## src/lmsg_pkg.sv

```systemverilog
// Package for the linear move step generator: payload types, codes and constants.
package lmsg_pkg;

    // Field widths
    localparam int POS_W   = 24;
    localparam int DIST_W  = 25;
    localparam int LEN_W   = 40;
    localparam int RAMP_W  = 32;
    localparam int RT_W    = 24;
    localparam int TPS_W   = 16;
    localparam int DT_W    = 16;
    localparam int SPEED_W = 7;
    localparam int MD_A_W  = 24;
    localparam int MD_N_W  = 5;

    // Full speed in percent
    localparam logic [SPEED_W-1:0] FULL_SPEED = 7'd100;

    // Register reset values
    localparam logic [RT_W-1:0]  RAMP_TIME_RST = 24'd100000;
    localparam logic [TPS_W-1:0] TPS_RST       = 16'd1500;
    localparam logic             ABS_DEF_RST   = 1'b1;

    // Configuration register indexes
    localparam logic [1:0] CFG_RAMP_TIME     = 2'd0;
    localparam logic [1:0] CFG_TIME_PER_STEP = 2'd1;
    localparam logic [1:0] CFG_ABS_DEFAULT   = 2'd2;

    // Request codes
    localparam logic REQ_START = 1'b0;
    localparam logic REQ_TICK  = 1'b1;

    // Positioning codes
    localparam logic [1:0] POS_DEFAULT  = 2'd0;
    localparam logic [1:0] POS_ABSOLUTE = 2'd1;
    localparam logic [1:0] POS_RELATIVE = 2'd2;

    // Status codes
    localparam logic STATUS_RUN  = 1'b0;
    localparam logic STATUS_DONE = 1'b1;

    typedef struct packed {
        logic                    req_type;
        logic [1:0]              positioning;
        logic signed [POS_W-1:0] target_x;
        logic signed [POS_W-1:0] target_y;
        logic signed [POS_W-1:0] target_z;
        logic [DT_W-1:0]         elapsed_us;
    } t_in_item;

    typedef struct packed {
        logic                    move_status;
        logic [2:0]              step_mask;
        logic [2:0]              dir_mask;
        logic signed [POS_W-1:0] pos_x;
        logic signed [POS_W-1:0] pos_y;
        logic signed [POS_W-1:0] pos_z;
    } t_out_item;

    // Request to the multiply-divide unit: floor(a * b / c), b <= c,
    // a left-aligned with nbits significant bits
    typedef struct packed {
        logic [MD_A_W-1:0] a;
        logic [MD_N_W-1:0] nbits;
        logic [LEN_W-1:0]  b;
        logic [LEN_W-1:0]  c;
    } t_md_req;

    typedef enum logic [3:0] {
        ST_IDLE,
        ST_LEN,
        ST_SPEED,
        ST_SPEED_WAIT,
        ST_PROG_START,
        ST_PROG_WAIT,
        ST_AXIS_START,
        ST_AXIS_WAIT,
        ST_DONE
    } t_state;

endpackage

```

## src/linear_move_step_generator_top.sv

```systemverilog
// Top level of the three-axis linear move step generator with speed ramp.
//
// Each input beat gives exactly one result beat. A start beat runs through accept,
// move length multiply and result. A tick beat during a move runs the speed (while
// it is still ramping), progress and every axis position each through one shared
// multiply-divide unit that resolves one quotient digit per cycle (7, 16 and 24
// digits). Once the ramp is over the speed division is skipped. A tick while idle
// goes straight to the result. The input stalls until the result is loaded into
// the output register; a finished result waits there while the next beat is
// already being worked on. Configuration writes are always ready and take effect
// at once.
module linear_move_step_generator_top #(
    parameter int AXES = 3
) (
    input  logic                 i_clk,
    input  logic                 i_rst_n,
    input  logic                 i_in_valid,
    output logic                 o_in_stall,
    input  lmsg_pkg::t_in_item   i_in_data,
    output logic                 o_out_valid,
    input  logic                 i_out_stall,
    output lmsg_pkg::t_out_item  o_out_data,
    input  logic                 i_cfg_valid,
    output logic                 o_cfg_ready,
    input  logic [1:0]           i_cfg_index,
    input  logic [23:0]          i_cfg_data
);

    localparam int AX_W = (AXES > 1) ? $clog2(AXES) : 1;
    localparam int PW   = lmsg_pkg::POS_W;
    localparam int DW   = lmsg_pkg::DIST_W;
    localparam int LW   = lmsg_pkg::LEN_W;
    localparam int RW   = lmsg_pkg::RAMP_W;
    localparam int AW   = lmsg_pkg::MD_A_W;
    localparam int SW   = lmsg_pkg::SPEED_W;
    localparam int TW   = lmsg_pkg::TPS_W;
    localparam int DTW  = lmsg_pkg::DT_W;

    // Configuration
    logic [lmsg_pkg::RT_W-1:0] r_ramp_time;
    logic [TW-1:0]             r_tps;
    logic                      r_abs_default;

    // Move state
    lmsg_pkg::t_state  r_state;
    lmsg_pkg::t_state  n_state;
    logic signed [PW-1:0] r_pos   [AXES];
    logic signed [PW-1:0] r_start [AXES];
    logic signed [DW-1:0] r_dist  [AXES];
    logic                 r_par   [AXES];
    logic [LW-1:0]        r_progress;
    logic [LW-1:0]        r_move_length;
    logic [RW-1:0]        r_ramp_elapsed;
    logic                 r_active;
    logic [DTW-1:0]       r_dt;
    logic [SW-1:0]        r_speed;
    logic [AX_W-1:0]      r_axis;
    logic [2:0]           r_steps;

    // Output register
    logic                 r_out_valid;
    lmsg_pkg::t_out_item  r_out_data;

    // Shared unit
    logic                 w_md_start;
    lmsg_pkg::t_md_req    w_md_req;
    logic                 w_md_done;
    logic [AW-1:0]        w_md_quot;

    logic                 w_accept;
    logic                 w_absolute;
    logic signed [PW-1:0] w_tgt_in [3];
    logic signed [DW-1:0] w_new_dist [AXES];
    logic [PW-1:0]        w_maxd;
    logic [LW-1:0]        w_len;
    logic [RW:0]          w_ramp_sum;
    logic [LW:0]          w_prog_sum;
    logic [TW-1:0]        w_prog_step;
    logic signed [DW-1:0] w_cur_dist;
    logic [PW-1:0]        w_cur_mag;
    logic signed [DW-1:0] w_new_pos;
    logic signed [PW-1:0] w_pos_out [3];
    logic [2:0]           w_dir;
    logic                 w_out_free;

    assign w_accept    = i_in_valid && !o_in_stall;
    assign o_in_stall  = (r_state != lmsg_pkg::ST_IDLE);
    assign o_cfg_ready = 1'b1;
    assign w_out_free  = !r_out_valid || !i_out_stall;

    // Configuration writes
    always_ff @(posedge i_clk) begin
        if (!i_rst_n) begin
            r_ramp_time   <= lmsg_pkg::RAMP_TIME_RST;
            r_tps         <= lmsg_pkg::TPS_RST;
            r_abs_default <= lmsg_pkg::ABS_DEF_RST;
        end else if (i_cfg_valid && o_cfg_ready) begin
            case (i_cfg_index)
                lmsg_pkg::CFG_RAMP_TIME:     r_ramp_time   <= i_cfg_data;
                lmsg_pkg::CFG_TIME_PER_STEP: r_tps         <= i_cfg_data[TW-1:0];
                lmsg_pkg::CFG_ABS_DEFAULT:   r_abs_default <= i_cfg_data[0];
                default: ;
            endcase
        end
    end

    // Start beat: target per axis, saturating for relative moves
    assign w_tgt_in[0] = i_in_data.target_x;
    assign w_tgt_in[1] = i_in_data.target_y;
    assign w_tgt_in[2] = i_in_data.target_z;

    always_comb begin
        case (i_in_data.positioning)
            lmsg_pkg::POS_ABSOLUTE: w_absolute = 1'b1;
            lmsg_pkg::POS_RELATIVE: w_absolute = 1'b0;
            default:                w_absolute = r_abs_default;
        endcase
    end

    for (genvar g = 0; g < AXES; g++) begin : g_lane
        if (g < 3) begin : g_tgt
            logic signed [DW-1:0] w_sum;
            logic signed [PW-1:0] w_tgt;
            always_comb begin
                w_sum = DW'(r_pos[g]) + DW'(w_tgt_in[g]);
                if (w_absolute) begin
                    w_tgt = w_tgt_in[g];
                end else if (w_sum[DW-1] != w_sum[DW-2]) begin
                    w_tgt = w_sum[DW-1] ? {1'b1, {(PW-1){1'b0}}} : {1'b0, {(PW-1){1'b1}}};
                end else begin
                    w_tgt = w_sum[PW-1:0];
                end
                w_new_dist[g] = DW'(w_tgt) - DW'(r_pos[g]);
            end
        end else begin : g_none
            assign w_new_dist[g] = '0;
        end
    end

    // Longest axis distance and move length
    always_comb begin
        logic [DW-1:0] mag;
        w_maxd = '0;
        for (int i = 0; i < AXES; i++) begin
            mag = r_dist[i][DW-1] ? -r_dist[i] : r_dist[i];
            if (mag[PW-1:0] > w_maxd) w_maxd = mag[PW-1:0];
        end
        w_len = LW'(w_maxd) * LW'(r_tps);
    end

    // Ramp timer, saturating
    assign w_ramp_sum = {1'b0, r_ramp_elapsed} + (RW + 1)'(i_in_data.elapsed_us);

    // Progress step clamped at time per step, progress clamped at the move length
    always_comb begin
        w_prog_step = (w_md_quot[TW-1:0] > r_tps) ? r_tps : w_md_quot[TW-1:0];
        w_prog_sum  = {1'b0, r_progress} + (LW + 1)'(w_prog_step);
    end

    // Current axis: distance magnitude and interpolated position
    always_comb begin
        logic [DW-1:0] mag;
        logic signed [DW-1:0] off;
        w_cur_dist = r_dist[r_axis];
        mag        = w_cur_dist[DW-1] ? -w_cur_dist : w_cur_dist;
        w_cur_mag  = mag[PW-1:0];
        off        = DW'(w_md_quot);
        w_new_pos  = w_cur_dist[DW-1] ? DW'(r_start[r_axis]) - off
                                      : DW'(r_start[r_axis]) + off;
    end

    // Sequencer: next state and shared-unit requests
    always_comb begin
        n_state    = r_state;
        w_md_start = 1'b0;
        w_md_req   = '0;
        case (r_state)
            lmsg_pkg::ST_IDLE: begin
                if (w_accept) begin
                    if (i_in_data.req_type == lmsg_pkg::REQ_START) n_state = lmsg_pkg::ST_LEN;
                    else if (r_active)                              n_state = lmsg_pkg::ST_SPEED;
                    else                                            n_state = lmsg_pkg::ST_DONE;
                end
            end
            lmsg_pkg::ST_LEN: n_state = lmsg_pkg::ST_DONE;
            lmsg_pkg::ST_SPEED: begin
                if (r_ramp_elapsed < RW'(r_ramp_time)) begin
                    w_md_start     = 1'b1;
                    w_md_req.a     = AW'(lmsg_pkg::FULL_SPEED) << (AW - SW);
                    w_md_req.nbits = lmsg_pkg::MD_N_W'(SW);
                    w_md_req.b     = LW'(r_ramp_elapsed[lmsg_pkg::RT_W-1:0]);
                    w_md_req.c     = LW'(r_ramp_time);
                    n_state        = lmsg_pkg::ST_SPEED_WAIT;
                end else begin
                    n_state = lmsg_pkg::ST_PROG_START;
                end
            end
            lmsg_pkg::ST_SPEED_WAIT: begin
                if (w_md_done) n_state = lmsg_pkg::ST_PROG_START;
            end
            lmsg_pkg::ST_PROG_START: begin
                w_md_start     = 1'b1;
                w_md_req.a     = AW'(r_dt) << (AW - DTW);
                w_md_req.nbits = lmsg_pkg::MD_N_W'(DTW);
                w_md_req.b     = LW'(r_speed);
                w_md_req.c     = LW'(lmsg_pkg::FULL_SPEED);
                n_state        = lmsg_pkg::ST_PROG_WAIT;
            end
            lmsg_pkg::ST_PROG_WAIT: begin
                if (w_md_done) n_state = lmsg_pkg::ST_AXIS_START;
            end
            lmsg_pkg::ST_AXIS_START: begin
                w_md_start     = 1'b1;
                w_md_req.a     = w_cur_mag;
                w_md_req.nbits = lmsg_pkg::MD_N_W'(AW);
                w_md_req.b     = r_progress;
                w_md_req.c     = r_move_length;
                n_state        = lmsg_pkg::ST_AXIS_WAIT;
            end
            lmsg_pkg::ST_AXIS_WAIT: begin
                if (w_md_done) begin
                    if (r_axis == AX_W'(AXES - 1)) n_state = lmsg_pkg::ST_DONE;
                    else                           n_state = lmsg_pkg::ST_AXIS_START;
                end
            end
            lmsg_pkg::ST_DONE: begin
                if (w_out_free) n_state = lmsg_pkg::ST_IDLE;
            end
            default: n_state = lmsg_pkg::ST_IDLE;
        endcase
    end

    always_ff @(posedge i_clk) begin
        if (!i_rst_n) r_state <= lmsg_pkg::ST_IDLE;
        else          r_state <= n_state;
    end

    // Move state updates
    always_ff @(posedge i_clk) begin
        if (!i_rst_n) begin
            for (int i = 0; i < AXES; i++) begin
                r_pos[i]   <= '0;
                r_start[i] <= '0;
                r_dist[i]  <= '0;
                r_par[i]   <= 1'b0;
            end
            r_progress     <= '0;
            r_move_length  <= '0;
            r_ramp_elapsed <= '0;
            r_active       <= 1'b0;
            r_axis         <= '0;
            r_steps        <= '0;
        end else begin
            case (r_state)
                lmsg_pkg::ST_IDLE: begin
                    if (w_accept) begin
                        r_steps <= '0;
                        r_axis  <= '0;
                        if (i_in_data.req_type == lmsg_pkg::REQ_START) begin
                            for (int i = 0; i < AXES; i++) begin
                                r_start[i] <= r_pos[i];
                                r_dist[i]  <= w_new_dist[i];
                                r_par[i]   <= r_pos[i][0];
                            end
                        end else if (r_active) begin
                            r_ramp_elapsed <= w_ramp_sum[RW] ? '1 : w_ramp_sum[RW-1:0];
                        end
                    end
                end
                lmsg_pkg::ST_LEN: begin
                    r_move_length  <= w_len;
                    r_progress     <= '0;
                    r_ramp_elapsed <= '0;
                    r_active       <= (w_len != '0);
                end
                lmsg_pkg::ST_PROG_WAIT: begin
                    if (w_md_done) begin
                        r_progress <= (w_prog_sum > {1'b0, r_move_length})
                                      ? r_move_length : w_prog_sum[LW-1:0];
                    end
                end
                lmsg_pkg::ST_AXIS_WAIT: begin
                    if (w_md_done) begin
                        r_pos[r_axis] <= w_new_pos[PW-1:0];
                        if (w_new_pos[0] != r_par[r_axis]) begin
                            r_par[r_axis] <= w_new_pos[0];
                            for (int k = 0; k < 3; k++) begin
                                if (int'(r_axis) == k) r_steps[k] <= 1'b1;
                            end
                        end
                        if (r_axis == AX_W'(AXES - 1)) r_active <= (r_progress < r_move_length);
                        else                           r_axis   <= r_axis + 1'b1;
                    end
                end
                default: ;
            endcase
        end
    end

    // Tick payload: elapsed time and speed
    always_ff @(posedge i_clk) begin
        if (w_accept) r_dt <= i_in_data.elapsed_us;
        if (r_state == lmsg_pkg::ST_SPEED) r_speed <= lmsg_pkg::FULL_SPEED;
        else if (r_state == lmsg_pkg::ST_SPEED_WAIT && w_md_done) r_speed <= w_md_quot[SW-1:0];
    end

    // Direction bits and position fields
    for (genvar k = 0; k < 3; k++) begin : g_outlane
        if (k < AXES) begin : g_on
            assign w_pos_out[k] = r_pos[k];
            assign w_dir[k]     = !r_dist[k][DW-1] && (r_dist[k] != '0);
        end else begin : g_off
            assign w_pos_out[k] = '0;
            assign w_dir[k]     = 1'b0;
        end
    end

    // Output register
    always_ff @(posedge i_clk) begin
        if (!i_rst_n) begin
            r_out_valid <= 1'b0;
        end else if (r_state == lmsg_pkg::ST_DONE && w_out_free) begin
            r_out_valid <= 1'b1;
        end else if (!i_out_stall) begin
            r_out_valid <= 1'b0;
        end
    end

    always_ff @(posedge i_clk) begin
        if (r_state == lmsg_pkg::ST_DONE && w_out_free) begin
            r_out_data.move_status <= r_active ? lmsg_pkg::STATUS_RUN : lmsg_pkg::STATUS_DONE;
            r_out_data.step_mask   <= r_steps;
            r_out_data.dir_mask    <= w_dir;
            r_out_data.pos_x       <= w_pos_out[0];
            r_out_data.pos_y       <= w_pos_out[1];
            r_out_data.pos_z       <= w_pos_out[2];
        end
    end

    assign o_out_valid = r_out_valid;
    assign o_out_data  = r_out_data;

    lmsg_muldiv u_muldiv (
        .i_clk   (i_clk),
        .i_rst_n (i_rst_n),
        .i_start (w_md_start),
        .i_req   (w_md_req),
        .o_done  (w_md_done),
        .o_quot  (w_md_quot)
    );

    // Checks
    a_md_done_waited: assert property (@(posedge i_clk) disable iff (!i_rst_n)
        w_md_done |-> (r_state == lmsg_pkg::ST_SPEED_WAIT || r_state == lmsg_pkg::ST_PROG_WAIT
                       || r_state == lmsg_pkg::ST_AXIS_WAIT))
        else $error("multiply-divide result arrived outside a wait state");

    a_prog_clamped: assert property (@(posedge i_clk) disable iff (!i_rst_n)
        r_progress <= r_move_length)
        else $error("progress passed the move length");

    a_active_len: assert property (@(posedge i_clk) disable iff (!i_rst_n)
        r_active |-> (r_move_length != '0))
        else $error("move active with zero length");

    a_out_from_done: assert property (@(posedge i_clk) disable iff (!i_rst_n)
        $rose(o_out_valid) |-> ($past(r_state) == lmsg_pkg::ST_DONE))
        else $error("result beat loaded outside the done state");

endmodule

```

## src/lmsg_muldiv.sv

```systemverilog
// Shared multiply-divide unit: floor(a*b/c) with one quotient digit per cycle.
module lmsg_muldiv (
    input  logic                              i_clk,
    input  logic                              i_rst_n,
    input  logic                              i_start,
    input  lmsg_pkg::t_md_req                 i_req,
    output logic                              o_done,
    output logic [lmsg_pkg::MD_A_W-1:0]       o_quot
);

    localparam int AW = lmsg_pkg::MD_A_W;
    localparam int CW = lmsg_pkg::LEN_W;

    logic                          r_busy;
    logic                          r_done;
    logic [lmsg_pkg::MD_N_W-1:0]   r_cnt;
    logic [AW-1:0]                 r_a;
    logic [CW-1:0]                 r_b;
    logic [CW-1:0]                 r_c;
    logic [CW-1:0]                 r_rem;
    logic [AW-1:0]                 r_quot;

    logic [CW+1:0] w_sum;
    logic [CW+1:0] w_c1;
    logic [CW+1:0] w_c2;
    logic [CW+1:0] w_rem;
    logic [1:0]    w_digit;
    logic [AW-1:0] w_quot;

    // One step: rem = 2*rem + bit*b, then take out 0, 1 or 2 times c (rem stays below c)
    always_comb begin
        w_sum = {1'b0, r_rem, 1'b0} + ((r_a[AW-1]) ? {2'b00, r_b} : '0);
        w_c1  = {2'b00, r_c};
        w_c2  = {1'b0, r_c, 1'b0};
        if (w_sum >= w_c2) begin
            w_digit = 2'd2;
            w_rem   = w_sum - w_c2;
        end else if (w_sum >= w_c1) begin
            w_digit = 2'd1;
            w_rem   = w_sum - w_c1;
        end else begin
            w_digit = 2'd0;
            w_rem   = w_sum;
        end
        w_quot = {r_quot[AW-2:0], 1'b0} + AW'(w_digit);
    end

    // Control
    always_ff @(posedge i_clk) begin
        if (!i_rst_n) begin
            r_busy <= 1'b0;
            r_done <= 1'b0;
            r_cnt  <= '0;
        end else begin
            r_done <= 1'b0;
            if (i_start) begin
                r_busy <= 1'b1;
                r_cnt  <= i_req.nbits;
            end else if (r_busy) begin
                r_cnt <= r_cnt - 1'b1;
                if (r_cnt == lmsg_pkg::MD_N_W'(1)) begin
                    r_busy <= 1'b0;
                    r_done <= 1'b1;
                end
            end
        end
    end

    // Datapath
    always_ff @(posedge i_clk) begin
        if (i_start) begin
            r_a    <= i_req.a;
            r_b    <= i_req.b;
            r_c    <= i_req.c;
            r_rem  <= '0;
            r_quot <= '0;
        end else if (r_busy) begin
            r_a    <= {r_a[AW-2:0], 1'b0};
            r_rem  <= w_rem[CW-1:0];
            r_quot <= w_quot;
        end
    end

    assign o_done = r_done;
    assign o_quot = r_quot;

endmodule
```

## config.mk

```make
export PLATFORM = sky130hd
export DESIGN_NAME = linear_move_step_generator_top
export DESIGN_NICKNAME = d
export VERILOG_FILES = /design/src/lmsg_pkg.sv /design/src/linear_move_step_generator_top.sv /design/src/lmsg_muldiv.sv
export SDC_FILE = /design/constraint.sdc
export NUM_CORES = 2
export LEC_CHECK = 0
export ABC_CLOCK_PERIOD_IN_PS = 37700
export CAP_MARGIN = 20
export CORE_UTILIZATION = 55
export DETAILED_ROUTE_END_ITERATION = 12
export DONT_BUFFER_PORTS = 1
export PLACE_DENSITY = 0.77
export SYNTH_ARGS = -nofsm -noshare
export SYNTH_HDL_FRONTEND = slang
export SYNTH_HIERARCHICAL = 1
export SYNTH_SLANG_ARGS = --single-unit
```

## constraint.sdc

```tcl
create_clock -name i_clk -period 37.7 [get_ports i_clk]
set_input_delay 7.54 -clock i_clk [delete_from_list [all_inputs] [get_ports i_clk]]
set_output_delay 7.54 -clock i_clk [all_outputs]
set_load 0.005 [all_outputs]
```

==> metrics.md <==
| Metric | Value |
|---|---|
| Outcome | `finished, final reports clean` |
| Hold Path Cell Cnt | `2` |
| Slowest CP cell | `a21oi_2` |
| R2R setup slack | `22,130 ps` |
| Cts hold-fix bufs | `0` |
| Yosys Warn Count | `6` |
| Worst R2R Start | `r_dist[0][6]$_SDFFCE_PN0P_` |
| Final setup fails | `0` |
| Worst Setup End Kind | `register` |
| Final ANT Viol Nets | `0` |
| Crit Path Category | `reg -> reg` |
| Row Count | `123` |
| Vias after detailed routing | `54,400` |
| Core ar. | `113,000 sq um` |
| Yosys reg bits | `666` |
| Most common cell on crit path | `fa_1` |
| Highest Clock Rate | `64.2 MHz` |
| WHS | `473 ps` |
| GRT Util Overall | `35.2%` |
| Vias per cell | `6.29` |
| Seq/Total Area, Yosys | `27.8%` |
| Crit share post-route | `41.3%` |
| Synth Net Count | `8,268` |
| Leading cell types by count after synthesis | `nand2_1, inv_1, nor2_1` |
| Area contributors post-synth | `edfxtp_1, ha_1, fa_1, dfxtp_1, nand2_1` |
| Worst-margin pin slew | `1140 ps` |
| RR Endpoint | `r_active$_SDFFE_PN0P_` |
| Placement Cell Area | `64,600 sq um` |
| Routed wire length | `209,000 microns` |
| Die width | `341 microns` |
| Gate Count Post-Synth | `7,212` |
| Max-Cap Viols | `0` |
| Worst Min Path Start | `r_move_length[31]$_SDFFE_PN0P_` |
| Avg Inst Size Synth | `8.76 sq um` |
| Setup bufs post-CTS | `0` |
| GRT Residual Overflow | `0` |
| Pin count of the biggest net entering global routing | `98` |
| Worst reg2reg path depth | `44` |
| Antenna violations before repair | `14` |
| Clock latency on the worst-skew pair | `670 ps` |
| WP data arrival | `16,060 ps` |
| Total Nets Final | `8,140` |
| Register area | `17,600 sq um` |
| Number of fill cells in the layout | `9,979` |
| CTS resizes | `0` |
| H-tree depth | `3` |
| Most common cell in the synthesized netlist | `nand2_1` |
| Worst-path clk slew | `70 ps` |
| DRT Pass-1 Iters | `8` |
| Synth top area share | `20.1%` |
| Worst min-delay path class | `reg -> reg` |
| IO Port Bufs | `0` |
| Largest area contributor in the synthesized netlist | `edfxtp_1` |
| Met2 wire length | `93,500 microns` |
| Multi-input gate area | `42,000 sq um` |
| Die H | `341 microns` |
| Met3 wire len | `20,000 microns` |
| Hold Path Sink | `r_move_length[31]$_SDFFE_PN0P_` |
| DR DRC count | `0` |
| CTS root buffer | `clkbuf_16` |
| Routability cong. | `1.01` |
| Crit path time final | `15,570 ps` |
| Unrepaired setup endpoints after global routing | `false` |
| Maximum buffer depth of the clock tree | `3` |
| Post-route cell area | `67,400 sq um` |
| CTS tree | `built` |
| Crit path launch type | `register` |
| Share of layout cells above drive strength 1 | `5.26%` |
| FFs w/ async S/R, synth | `0%` |
| Drt wl/cell | `24.1 microns` |
| CTS Buf Count | `77` |
| Number of flops mapped to enable cells by yosys | `422` |
| HPWL after DPL | `163,000 microns` |
| Synthesized cell area | `63,200 sq um` |
| Final Hold Fails | `0` |
| IO Count | `204` |
| Max-slew violation total from the final report | `0` |
| Largest stage delay, worst path | `760 ps` |
| Worst Clk Skew | `43.7 ps` |
| Vias in the first global route | `52,300` |
| Initial Util | `55.8%` |
| First-pass GRT wire length | `313,000 microns` |
| CP Data Required Time | `38,190 ps` |
| Synth-to-layout area growth | `6.61%` |
| Utilization after layout | `59.5%` |
| Setup total negative slack | `0 ps` |
| Worst-path fanout max | `24` |
| CTS sink count | `666` |
| Uppermost routed layer | `met5` |
| Starting DRT DRC Count | `5,305` |
| Main synth FF type | `edfxtp_1` |
| Die ar. | `116,000 sq um` |
| Slew margin rel. | `21.7%` |
| Count of different cell masters after synthesis | `114` |
| M1 WL | `80,600 microns` |
[how the worst max path moves through the flow]
stage / startpoint / end / slack [ps] / cells after the start
4_1_cts: r_dist[0][0]$_SDFFCE_PN0P_ / r_active$_SDFFE_PN0P_ / 22250 / 46
2_1_floorplan: i_in_valid / r_par[1]$_DFFE_PP_ / 18340 / 3
5_1_grt: r_dist[0][0]$_SDFFCE_PN0P_ / r_active$_SDFFE_PN0P_ / 21250 / 46
3_3_place_gp: i_in_data[65] / r_dist[0][21]$_SDFFCE_PN0P_ / 22180 / 28
3_5_place_dp: i_in_data[65] / r_dist[0][21]$_SDFFCE_PN0P_ / 21880 / 28
6_report: r_dist[0][6]$_SDFFCE_PN0P_ / r_active$_SDFFE_PN0P_ / 22130 / 44
[critical path, delay by kind of cell (launching register included)]
kind	cells	cell delay, ps
AOI/OAI and AO/OA	13	3860
buffers and inverters	3	140
and+or+nand+nor	18	6560
adders and majority gates	9	4180
xor gates and xnor gates	1	160
DFF	1	460
[metal layers]
layer | track usage (%) | vias to the layer above
li1 | - | 25100
met3 | 6.77 | 611
met1 | 44.3 | 26000
met5 | 0 | -
met2 | 55.8 | 2744
met4 | 21.6 | 22
[sequential cells by signal, indices dropped and copies added (netlist names), 24 cells and up, named ones only]
register,cells
u_muldiv/o_quot,24
r_move_length,40
r_ramp_elapsed,32
u_muldiv/r_a,24
r_progress,40
u_muldiv/r_c,40
r_ramp_time,24
r_start,72
u_muldiv/r_b,40
u_muldiv/r_rem,40
o_out_data,79
r_dist,75
r_pos,72
[cell usage in the layout, fill, tap and decap left out, types with 35 or more instances in the layout]
master	count
mux2_2	44
buf_4	80
nor3_1	119
xor2_1	170
and3_1	61
and2_1	239
a31oi_1	67
o211ai_1	53
clkbuf_16	82
o21bai_1	35
fa_1	318
nand3_1	136
mux2i_1	109
ha_1	616
edfxtp_1	422
nand4_1	67
o21ai_0	364
a211oi_1	88
dfxtp_1	240
o31ai_1	46
xnor2_1	276
nor2_1	627
nor2b_1	52
a21o_1	200
nand2b_1	48
a21oi_1	449
nand2_1	746
or3_1	61
a22o_1	45
inv_1	675
o21a_1	62
[per-stage QoR]
step	cells	worst slack [ps]
floorplan	7212	18340
global placement	8504	22180
detailed placement	8504	21880
CTS	8648	22250
global route	8649	21250
finish	8653	22130
[kinds of logic after synthesis]
kind of cell,share of synthesized area (%)
other,0.00593
buffers and inverters,5.95
AOI/OAI and AO/OA,18.0
DFF,27.8
and+or+nand+nor,17.2
xor gates and xnor gates,6.22
adders and majority gates,22.3
muxes,2.56
[cell type report]
cell class	count	area share, %
repair buffers	81	0.932
clock buffers	101	3.24
clock inverters	43	0.795
flip-flops and latches	666	26.1
diodes	4	0.0149
multi-input cells	5579	62.4
well taps	1500	2.79
inverters	679	3.79
Power is not shown: default switching activity piles up to over one toggle a cycle in this logic, so the estimate is an artifact.
